<file path="config.mk">
export PLATFORM = sky130hd
export DESIGN_NAME = base64_stream_codec_core
export DESIGN_NICKNAME = d
export VERILOG_FILES = /design/src/sv/b64c_pkg.sv /design/src/sv/b64c_codec.sv /design/src/sv/b64c_outq.sv /design/src/sv/base64_stream_codec_core.sv
export SDC_FILE = /design/constraint.sdc
export NUM_CORES = 1
export LEC_CHECK = 0
export ABC_CLOCK_PERIOD_IN_PS = 14400
export BUFFER_PORTS_ARGS = -buffer_cell sky130_fd_sc_hd__buf_4
export CORE_MARGIN = 4
export CORE_UTILIZATION = 50
export DETAILED_ROUTE_END_ITERATION = 16
export PLACE_DENSITY = 0.75
export SYNTH_ARGS = -nofsm -noshare
export SYNTH_HDL_FRONTEND = slang
export SYNTH_HIERARCHICAL = 1
export SYNTH_SLANG_ARGS = --single-unit
</file>
<file path="constraint.sdc">
create_clock -name i_clk -period 14.4 [get_ports i_clk]
set_input_delay 2.16 -clock i_clk [delete_from_list [all_inputs] [get_ports i_clk]]
set_output_delay 2.16 -clock i_clk [all_outputs]
set_load 0.01 [all_outputs]
</file>
<file path="src/sv/b64c_pkg.sv">
// b64c_pkg: shared types, codes and alphabet functions for the base64 codec
// no dependencies; imported by every module of the codec
`timescale 1ns / 1ps

package b64c_pkg;

    // direction register values
    localparam logic DIR_ENCODE = 1'b0;
    localparam logic DIR_DECODE = 1'b1;

    // register map
    localparam int                 ADDR_W         = 3;
    localparam logic [ADDR_W-1:0]  ADDR_DIRECTION = ADDR_W'(0);

    // error codes carried with each result word
    localparam logic [1:0] ERR_OK    = 2'd0;
    localparam logic [1:0] ERR_CHAR  = 2'd1;
    localparam logic [1:0] ERR_TRUNC = 2'd2;

    // character constants
    localparam logic [7:0] PAD_CHAR   = 8'h3D;
    localparam logic [7:0] PLUS_CHAR  = 8'h2B;
    localparam logic [7:0] SLASH_CHAR = 8'h2F;

    // sextet classes above the alphabet
    localparam logic [6:0] SEXT_PAD = 7'd64;
    localparam logic [6:0] SEXT_BAD = 7'd65;

    // one group of results handed from the codec to the output queue
    typedef struct packed {
        logic            emit;      // load the queue this cycle
        logic [1:0]      last_idx;  // number of words minus one
        logic [1:0]      err;
        logic [3:0][7:0] bytes;     // word 0 in bytes[0]
    } t_res_group;

    // sextet to alphabet character
    function automatic logic [7:0] enc_char(input logic [5:0] s);
        logic [7:0] w;
        w = {2'b00, s};
        if (s < 6'd26)       return w + 8'd65;
        else if (s < 6'd52)  return w + 8'd71;
        else if (s < 6'd62)  return w + 8'd252;
        else if (s == 6'd62) return PLUS_CHAR;
        else                 return SLASH_CHAR;
    endfunction

    // alphabet character to sextet, pad or bad
    function automatic logic [6:0] dec_sextet(input logic [7:0] c);
        if (c >= 8'h41 && c <= 8'h5A)      return 7'(c - 8'h41);
        else if (c >= 8'h61 && c <= 8'h7A) return 7'(c - 8'h47);
        else if (c >= 8'h30 && c <= 8'h39) return 7'(c + 8'h04);
        else if (c == PLUS_CHAR)           return 7'd62;
        else if (c == SLASH_CHAR)          return 7'd63;
        else if (c == PAD_CHAR)            return SEXT_PAD;
        else                               return SEXT_BAD;
    endfunction

endpackage

</file>
<file path="src/sv/b64c_codec.sv">
// b64c_codec: group state registers and the single-pass encode/decode logic
// depends on b64c_pkg; feeds a result group to b64c_outq when an accepted word completes or ends a group
`timescale 1ns / 1ps

module b64c_codec (
    input  logic                  i_clk,
    input  logic                  i_rst_n,
    input  logic                  i_accept,
    input  logic                  i_clear,
    input  logic                  i_direction,
    input  logic [7:0]            i_data_byte,
    input  logic                  i_end_of_message,
    output b64c_pkg::t_res_group  o_group
);
    import b64c_pkg::*;

    logic [23:0] r_bits, n_bits;
    logic [1:0]  r_gc, n_gc;
    logic [1:0]  r_pc, n_pc;

    logic [23:0] enc_bits, dec_bits;
    logic [1:0]  gc_inc;
    logic [6:0]  sext;
    logic        is_bad, is_pad, err_char, complete;
    logic [5:0]  sval;
    logic [1:0]  pc_inc;
    t_res_group  grp;

    assign gc_inc = r_gc + 2'd1;

    // encode: merge the byte into the group from the top
    always_comb begin
        case (r_gc)
            2'd0:    enc_bits = r_bits | {i_data_byte, 16'h0000};
            2'd1:    enc_bits = r_bits | {8'h00, i_data_byte, 8'h00};
            default: enc_bits = r_bits | {16'h0000, i_data_byte};
        endcase
    end

    // decode: classify the character and merge its sextet
    assign sext     = dec_sextet(i_data_byte);
    assign is_bad   = (sext == SEXT_BAD);
    assign is_pad   = (sext == SEXT_PAD);
    assign err_char = is_bad || (is_pad && (r_gc < 2'd2)) || (!is_pad && (r_pc != 2'd0));
    assign sval     = is_pad ? 6'd0 : sext[5:0];
    assign pc_inc   = r_pc + {1'b0, is_pad};
    assign complete = (r_gc == 2'd3);

    always_comb begin
        case (r_gc)
            2'd0:    dec_bits = r_bits | {sval, 18'h00000};
            2'd1:    dec_bits = r_bits | {6'h00, sval, 12'h000};
            2'd2:    dec_bits = r_bits | {12'h000, sval, 6'h00};
            default: dec_bits = r_bits | {18'h00000, sval};
        endcase
    end

    // result group and next group state
    always_comb begin
        grp      = '0;
        grp.err  = ERR_OK;
        n_bits   = r_bits;
        n_gc     = r_gc;
        n_pc     = r_pc;
        if (i_direction == DIR_ENCODE) begin
            if (r_gc == 2'd2 || i_end_of_message) begin
                grp.emit     = 1'b1;
                grp.last_idx = 2'd3;
                grp.bytes[0] = enc_char(enc_bits[23:18]);
                grp.bytes[1] = enc_char(enc_bits[17:12]);
                grp.bytes[2] = (r_gc >= 2'd1) ? enc_char(enc_bits[11:6]) : PAD_CHAR;
                grp.bytes[3] = (r_gc >= 2'd2) ? enc_char(enc_bits[5:0])  : PAD_CHAR;
                n_bits = '0;
                n_gc   = 2'd0;
                n_pc   = 2'd0;
            end else begin
                n_bits = enc_bits;
                n_gc   = gc_inc;
            end
        end else begin
            if (err_char || (!complete && i_end_of_message)) begin
                grp.emit     = 1'b1;
                grp.last_idx = 2'd0;
                grp.err      = err_char ? ERR_CHAR : ERR_TRUNC;
                n_bits = '0;
                n_gc   = 2'd0;
                n_pc   = 2'd0;
            end else if (!complete) begin
                n_bits = dec_bits;
                n_gc   = gc_inc;
                n_pc   = pc_inc;
            end else begin
                grp.emit     = 1'b1;
                grp.last_idx = 2'd2 - pc_inc;
                grp.bytes[0] = dec_bits[23:16];
                grp.bytes[1] = dec_bits[15:8];
                grp.bytes[2] = dec_bits[7:0];
                n_bits = '0;
                n_gc   = 2'd0;
                n_pc   = 2'd0;
            end
        end
    end

    // group state
    always_ff @(posedge i_clk) begin
        if (!i_rst_n || i_clear) begin
            r_bits <= '0;
            r_gc   <= 2'd0;
            r_pc   <= 2'd0;
        end else if (i_accept) begin
            r_bits <= n_bits;
            r_gc   <= n_gc;
            r_pc   <= n_pc;
        end
    end

    always_comb begin
        o_group      = grp;
        o_group.emit = grp.emit && i_accept;
    end

endmodule

</file>
<file path="src/sv/b64c_outq.sv">
// b64c_outq: four-word result register that serialises a group word by word, holding the current word while stalled
// depends on b64c_pkg; loaded by b64c_codec, drives the result channel
`timescale 1ns / 1ps

module b64c_outq (
    input  logic                  i_clk,
    input  logic                  i_rst_n,
    input  b64c_pkg::t_res_group  i_group,
    output logic                  o_busy,
    output logic                  o_valid,
    input  logic                  i_stall,
    output logic [7:0]            o_out_byte,
    output logic                  o_last_of_run,
    output logic [1:0]            o_error_code
);
    import b64c_pkg::*;

    logic            r_valid;
    logic [1:0]      r_idx, r_last_idx, r_err;
    logic [3:0][7:0] r_bytes;
    logic            take, take_last;

    assign take      = r_valid && !i_stall;
    assign take_last = take && (r_idx == r_last_idx);

    // a new group may enter once the final word is leaving
    assign o_busy = r_valid && !take_last;

    // control
    always_ff @(posedge i_clk) begin
        if (!i_rst_n) begin
            r_valid <= 1'b0;
            r_idx   <= 2'd0;
        end else if (i_group.emit) begin
            r_valid <= 1'b1;
            r_idx   <= 2'd0;
        end else if (take_last) begin
            r_valid <= 1'b0;
        end else if (take) begin
            r_idx <= r_idx + 2'd1;
        end
    end

    // payload
    always_ff @(posedge i_clk) begin
        if (i_group.emit) begin
            r_bytes    <= i_group.bytes;
            r_last_idx <= i_group.last_idx;
            r_err      <= i_group.err;
        end
    end

    assign o_valid       = r_valid;
    assign o_out_byte    = r_bytes[r_idx];
    assign o_last_of_run = (r_idx == r_last_idx);
    assign o_error_code  = r_err;

endmodule

</file>
<file path="src/sv/base64_stream_codec_core.sv">
// base64_stream_codec_core: top level of the streaming base64 codec
// depends on b64c_pkg, b64c_codec and b64c_outq
`timescale 1ns / 1ps
//
// Usage
//   Input channel (i_in_valid / o_in_stall) carries one word per item: a raw
//   byte when encoding, a base64 character when decoding, plus an
//   end-of-message flag. Result channel (o_out_valid / i_out_stall) carries
//   one output byte per word with last_of_run on the final word of an item
//   and an error code (0 ok, 1 bad character, 2 message ended mid-group).
//   The direction register (APB, byte address 0, bit 0) selects encode (0)
//   or decode (1); writing it also clears the partial group. Write it only
//   while the codec is idle.
//   The first result word is valid the cycle after the item that completes
//   a group is accepted; the group then leaves one word a cycle while the
//   receiver does not stall. An item that completes no group is accepted
//   whenever the result register is not busy; that register holds one
//   group of up to four words and the next item enters as its final word
//   leaves.
//   Reset (synchronous, active low) clears the direction, the group state
//   and the result register. A stall from the receiver holds the current
//   word; the input is stalled until the held group's final word leaves.
//

module base64_stream_codec_core (
    input  logic                          i_clk,
    input  logic                          i_rst_n,
    // input channel
    input  logic                          i_in_valid,
    output logic                          o_in_stall,
    input  logic [7:0]                    i_data_byte,
    input  logic                          i_end_of_message,
    // result channel
    output logic                          o_out_valid,
    input  logic                          i_out_stall,
    output logic [7:0]                    o_out_byte,
    output logic                          o_last_of_run,
    output logic [1:0]                    o_error_code,
    // configuration port
    input  logic                          psel,
    input  logic                          penable,
    input  logic                          pwrite,
    input  logic [b64c_pkg::ADDR_W-1:0]   paddr,
    input  logic [31:0]                   pwdata,
    output logic [31:0]                   prdata,
    output logic                          pready
);
    import b64c_pkg::*;

    logic       r_direction;
    logic       cfg_write, dir_write, busy, accept;
    t_res_group group;

    // configuration register
    assign pready    = 1'b1;
    assign cfg_write = psel && penable && pwrite && pready;
    assign dir_write = cfg_write && (paddr == ADDR_DIRECTION);

    always_ff @(posedge i_clk) begin
        if (!i_rst_n) begin
            r_direction <= DIR_ENCODE;
        end else if (dir_write) begin
            r_direction <= pwdata[0];
        end
    end

    assign prdata = (paddr == ADDR_DIRECTION) ? {31'd0, r_direction} : 32'd0;

    // input handshake
    assign o_in_stall = busy;
    assign accept     = i_in_valid && !busy;

    // codec group logic
    b64c_codec u_codec (
        .i_clk            (i_clk),
        .i_rst_n          (i_rst_n),
        .i_accept         (accept),
        .i_clear          (dir_write),
        .i_direction      (r_direction),
        .i_data_byte      (i_data_byte),
        .i_end_of_message (i_end_of_message),
        .o_group          (group)
    );

    // result register and serialiser
    b64c_outq u_outq (
        .i_clk         (i_clk),
        .i_rst_n       (i_rst_n),
        .i_group       (group),
        .o_busy        (busy),
        .o_valid       (o_out_valid),
        .i_stall       (i_out_stall),
        .o_out_byte    (o_out_byte),
        .o_last_of_run (o_last_of_run),
        .o_error_code  (o_error_code)
    );

endmodule
</file>
; Word level (Yosys, flattened, before mapping)
; Index checks and enable logic that the tools add are counted.
[op_classes]
n_addsub = 19
mul = 0
div_mod_pow = 0
n_lt_le_gt_ge = 22
n_eq_ne = 13
n_shift = 0
muxes = 53
bitwise_logic = 11
reduce_logical = 36
[op_table]
columns = operator, n
row1 = 24-bit two-way mux, 8
row2 = 8-bit two-way mux, 14
row3 = 24-bit case mux with 3 select lines, 1
row4 = "6-bit by 7-bit adder with 8-bit output, second input constant", 8
row5 = "6-bit less-than comparator, second input constant", 8
row6 = 24-bit bitwise OR, 2
row7 = 24-bit case mux with 2 select lines, 1
row8 = 7-bit two-way mux, 5
row9 = "7-bit by 3-bit adder with 8-bit output, second input constant", 4
row10 = "6-bit == test, second input constant", 4
row11 = "8-bit by 6-bit == test with 1-bit output, second input constant", 3
row12 = "6-bit by 5-bit less-than comparator with 1-bit output, second input constant", 4
row13 = 3-bit two-way mux, 8
row14 = 24-bit by 12-bit bitwise OR with 24-bit output, 1
row15 = 24-bit by 16-bit bitwise OR with 24-bit output, 1
row16 = 24-bit by 18-bit bitwise OR with 24-bit output, 1
row17 = 24-bit by 6-bit bitwise OR with 24-bit output, 1
row18 = 24-bit by 8-bit bitwise OR with 24-bit output, 1
row19 = 2-bit two-way mux, 9
row20 = 8-bit binary-select mux with 2-bit select, 1
row21 = "8-bit by 7-bit >= comparator with 1-bit output, second input constant", 2
row22 = "8-bit by 7-bit less-or-equal comparator with 1-bit output, second input constant", 2
row23 = "7-bit == test, second input constant", 2
row24 = 1-bit logical AND, 14
row25 = 25 further kinds, 49
[word_totals]
reg_bits = 68
latchBits = 0
ramBits = 0
romBits = 0
inputBits = 51
output_inout_bits = 46
wordCells = 167
memories = 0

; Longest topological paths before layout
[depth]
ltp_word = 16
depth_mapped = 15
ltp_nobuf = 14

; Hierarchy
; Netlist, hierarchy kept.
[by_module_without_submodules]
columns = mod, n_inst, cells_each, area_per_inst_um2, seq_area_each_um2
row1 = b64c_codec, 1, 596, 4077.7, 560.5
row2 = b64c_outq, 1, 68, 1457.6, 1141.1
row3 = base64_stream_codec_core, 1, 42, 320.3, 20.0

; Worst setup path before layout
; OpenSTA, ideal clock, no wires.
[synth_path]
path_kind = input-to-reg
start = in i_data_byte[2]
end = reg u_outq.r_idx[1]
setup_ns = 0.123
arrival_ns = 6.475
required_ns = 14.277
slack_ns = 7.802
stages = 13
path_buffers = 1
path_cell_list = clkbuf_1 > inv_1 > ha_1 > a21bo_1 > or3_4 > o211ai_4 > a31oi_4 > a2111oi_4 > mux2i_1 > nor2_1 > nor2b_1 > nand2b_1 > mux2i_1
[synth_lines]
columns = element, line
row1 = "start, declared", base64_stream_codec_core.sv:31  ; input logic [7:0] i_data_byte,
row2 = "end signal, assigned", b64c_outq.sv:40  ; r_idx <= r_idx + 2'd1;
row3 = "end, declared", b64c_outq.sv:19  ; logic [1:0] r_idx, r_last_idx, r_err;

==> results.cfg <==
[floorplanning]
top_level_ports = 97
die_w_um = 116.2
rows = 39
start_util_pct = 51.28
die_y_um = 116.2
die-area_mm2 = 0.01351
core_area_mm2 = 0.01142

[route]
wl_per_cell_um = 20.11
drc = 0
vias = 5731
wl_um = 17460
drt-initial-drc-count = 931
drt-vias-per-instance = 6.603
antenna_left = 0
drt_first_pass_iters = 6

[global_routing]
grt_pass1_vias = 5248
grt_max_degree = 43
antenna_found_initial = 0
grt_usage_pct = 26.02
grt_overflow = 0
grt_pass1_wl_um = 27540

[timing]
relSlewSlack_pct = 6.940
period_needed_ns = 5.929
rsz0062_at_grt = false
final-hold-violation-count = 0
setup_slack_ns = 8.471
slew_viol_final = 0
period_share_pct = 41.17
timing.fmax_mhz = 168.7
worst_pin_slew_ns = 1.393
skew_ns = 0.01141
holdWs_ns = 0.4992
setup_viol = 0
fin_tns_setup_ns = 0

[synth]
synth-edff-count = 36
synth_seq_cells = 68
synthTopCellsByArea = edfxtp_1 (18%), dfxtp_1 (11%), ha_1 (7.1%)
syn_avg_cell_area_um2 = 8.294
synth-adder-area-share_pct = 7.051
ys_types = 76
synthMuxAreaShare_pct = 4.530
synth_top_cell_area_share_pct = 18.46
netlist_area_mm2 = 0.005856
synthArstFlopShare_pct = 0
synth_top_cell_by_area = edfxtp_1
synth_compound_area_share_pct = 29.36
synth-seq-area-share_pct = 29.40
ys.flop_type = edfxtp_1
yosys-top-cells-count = a21oi_1 (70), nand2_1 (57), o21ai_0 (57)
synthCells = 706
synthXorXnorAreaFrac_pct = 2.094
synth-simple-area-share_pct = 18.21
yosysMostFrequentCell = a21oi_1
ys_warn_count = 6
synth_top_family_by_area = compound AO/OA/AOI/OAI gates

[clock_network]
cts_tree = done
cts-root-buf = clkbuf_16
clkLatencyLatePin_ns = 0.33
cts_hold_repair.buffers = 0
clkSinkCount = 68
clockBufferDepth = 2
cts_inserted_buffers = 9
h-tree-depth = 3
ctsResizeCount = 0
cts_setup_buffers = 0
clk_pin_slew_ns = 0.06

[worst_setup_path]
ff2ff_path_depth = 10
crit_chain = buf_4, inv_1, ha_1, a21bo_1, o311a_4, nand2_1, o2111ai_1, a2111oi_4, mux2i_2, and3_1, a22o_1
ff2ff_setup_slack_ns = 10.11
crit_type = in2reg
crit_path_start_kind = primary input
reg2reg_from = u_codec/r_gc[1]$_SDFFE_PP0P_
crit_required_ns = 14.57
worst_ep_arrival_time_ns = 6.10
cp_max_fo = 18
slowest_delay_ns = 0.78
end_kind = flip-flop
regToRegEndpoint = u_outq/r_bytes[19]$_DFFE_PP_
crit_slowest_cell = and3_1

[worst_hold_path]
worstHoldPathType = reg2reg
hold_path_startpoint = u_codec/r_pc[0]$_SDFFE_PP0P_
hold_depth = 2
min_to = u_codec/r_pc[0]$_SDFFE_PP0P_

[power]
vdd.ir_drop.worst_mv = 0.06690
leakage_nw = 2.477
power_density_mw_per_mm2 = 102.6

[cells_and_area]
regArea_mm2 = 0.001722
final_nets = 804
final_util_pct = 55.73
layout-drive-gt1-share_pct = 11.72
diodes = 0
fillers = 1062
area_growth_pct = 8.675
layout.cells.non_filler = 868
multi_input_area_mm2 = 0.003721

[placed_design]
gp_congestion = 0.9655
dp.cells = 852
post-place-ws_ns = 8.316
io_buffers = 33
dp_hpwl_um = 12650

[status]
status = finished, final reports clean

[run]
max_cap_violations = 0
[report_power, final]
group | leakage (nW) | switching [mW] | internal (mW) | total [mW]
logic | 1.72 | 0.127 | 0.0687 | 0.196
registers | 0.603 | 0.00820 | 0.220 | 0.228
clock network | 0.152 | 0.0803 | 0.149 | 0.229
[per-stage QoR]
stage	instance area, um2	power [mW]
after floorplan	5968	0.3735
after global placement	6057	0.4141
after detailed placement	6057	0.4206
after CTS	6364	0.6499
after global routing	6364	0.6836
final	6364	0.6531
[critical path, delay by kind of cell]
kind	cells	cell delay, ns
AO/OA/AOI/OAI	5	1.95
buffers and inverters	2	0.32
adder cells (fa/ha/maj)	1	0.31
AND/OR/NAND/NOR	2	0.92
multiplexers	1	0.42
[placed cells by master (no fill, tap or decap), types with 6 or more instances in the layout]
| cell type | Yosys | layout |
|---|---|---|
| a211oi_1 | 17 | 17 |
| a21o_1 | 19 | 19 |
| a21oi_1 | 70 | 70 |
| a22o_1 | 10 | 10 |
| a31oi_1 | 16 | 16 |
| and3_1 | 6 | 6 |
| buf_4 | 33 | 40 |
| clkbuf_16 | 0 | 9 |
| conb_1 | 2 | 32 |
| dfxtp_1 | 32 | 32 |
| edfxtp_1 | 36 | 36 |
| ha_1 | 33 | 33 |
| inv_1 | 34 | 34 |
| mux2i_1 | 6 | 6 |
| mux4_2 | 8 | 8 |
| nand2_1 | 57 | 57 |
| nand2b_1 | 7 | 7 |
| nand3_1 | 22 | 22 |
| nand4_1 | 9 | 9 |
| nor2_1 | 53 | 52 |
| nor2b_1 | 11 | 10 |
| nor3_1 | 20 | 19 |
| o211ai_1 | 6 | 6 |
| o21ai_0 | 57 | 57 |
| xnor2_1 | 12 | 12 |
[per-layer routing]
metal	GRT usage, %	wire, um
met4	10.52	482
met5	0	0
met2	41.57	8219
met3	2.642	1714
met1	36.18	7042
[logic make-up after synthesis]
group / after synthesis
AO/OA/AOI/OAI: 257
other: 2
XOR/XNOR: 14
multiplexers: 16
adder cells (fa/ha/maj): 33
AND/OR/NAND/NOR: 213
flip-flops: 68
buffers and inverters: 103
[cell type report]
type | count | share of cell area, %
multi-input cells | 565 | 58.47
flip-flops and latches | 68 | 27.05
repair buffers | 40 | 4.719
clock buffers | 9 | 3.539
well taps | 143 | 2.812
inverters | 36 | 2.123
clock inverters | 7 | 1.278
[worst max path at each step]
| stage | depth (start not counted) | from | slack, ns | endpoint |
|---|---|---|---|---|
| after CTS | 11 | i_data_byte[2] | 8.66 | u_outq/r_bytes[22]$_DFFE_PP_ |
| final | 11 | i_data_byte[2] | 8.47 | u_outq/r_bytes[22]$_DFFE_PP_ |
| after global routing | 11 | i_data_byte[2] | 8.35 | u_outq/r_bytes[22]$_DFFE_PP_ |
| after floorplan | 13 | i_data_byte[2] | 7.80 | u_outq/r_idx[1]$_SDFFE_PP0P_ |
| after global placement | 11 | i_data_byte[2] | 8.42 | u_outq/r_bytes[22]$_DFFE_PP_ |
| after detailed placement | 11 | i_data_byte[2] | 8.32 | u_outq/r_bytes[22]$_DFFE_PP_ |
[registers in the layout (all words and copies together), names as in the netlist, 2 cells and up]
| register | count |
|---|---|
| u_outq/r_last_idx | 2 |
| u_codec/r_pc | 2 |
| u_codec/r_bits | 24 |
| u_outq/o_error_code | 2 |
| u_codec/r_gc | 2 |
| u_outq/r_bytes | 32 |
| u_outq/r_idx | 2 |
Note: power is estimated with default switching activity, not from simulation.
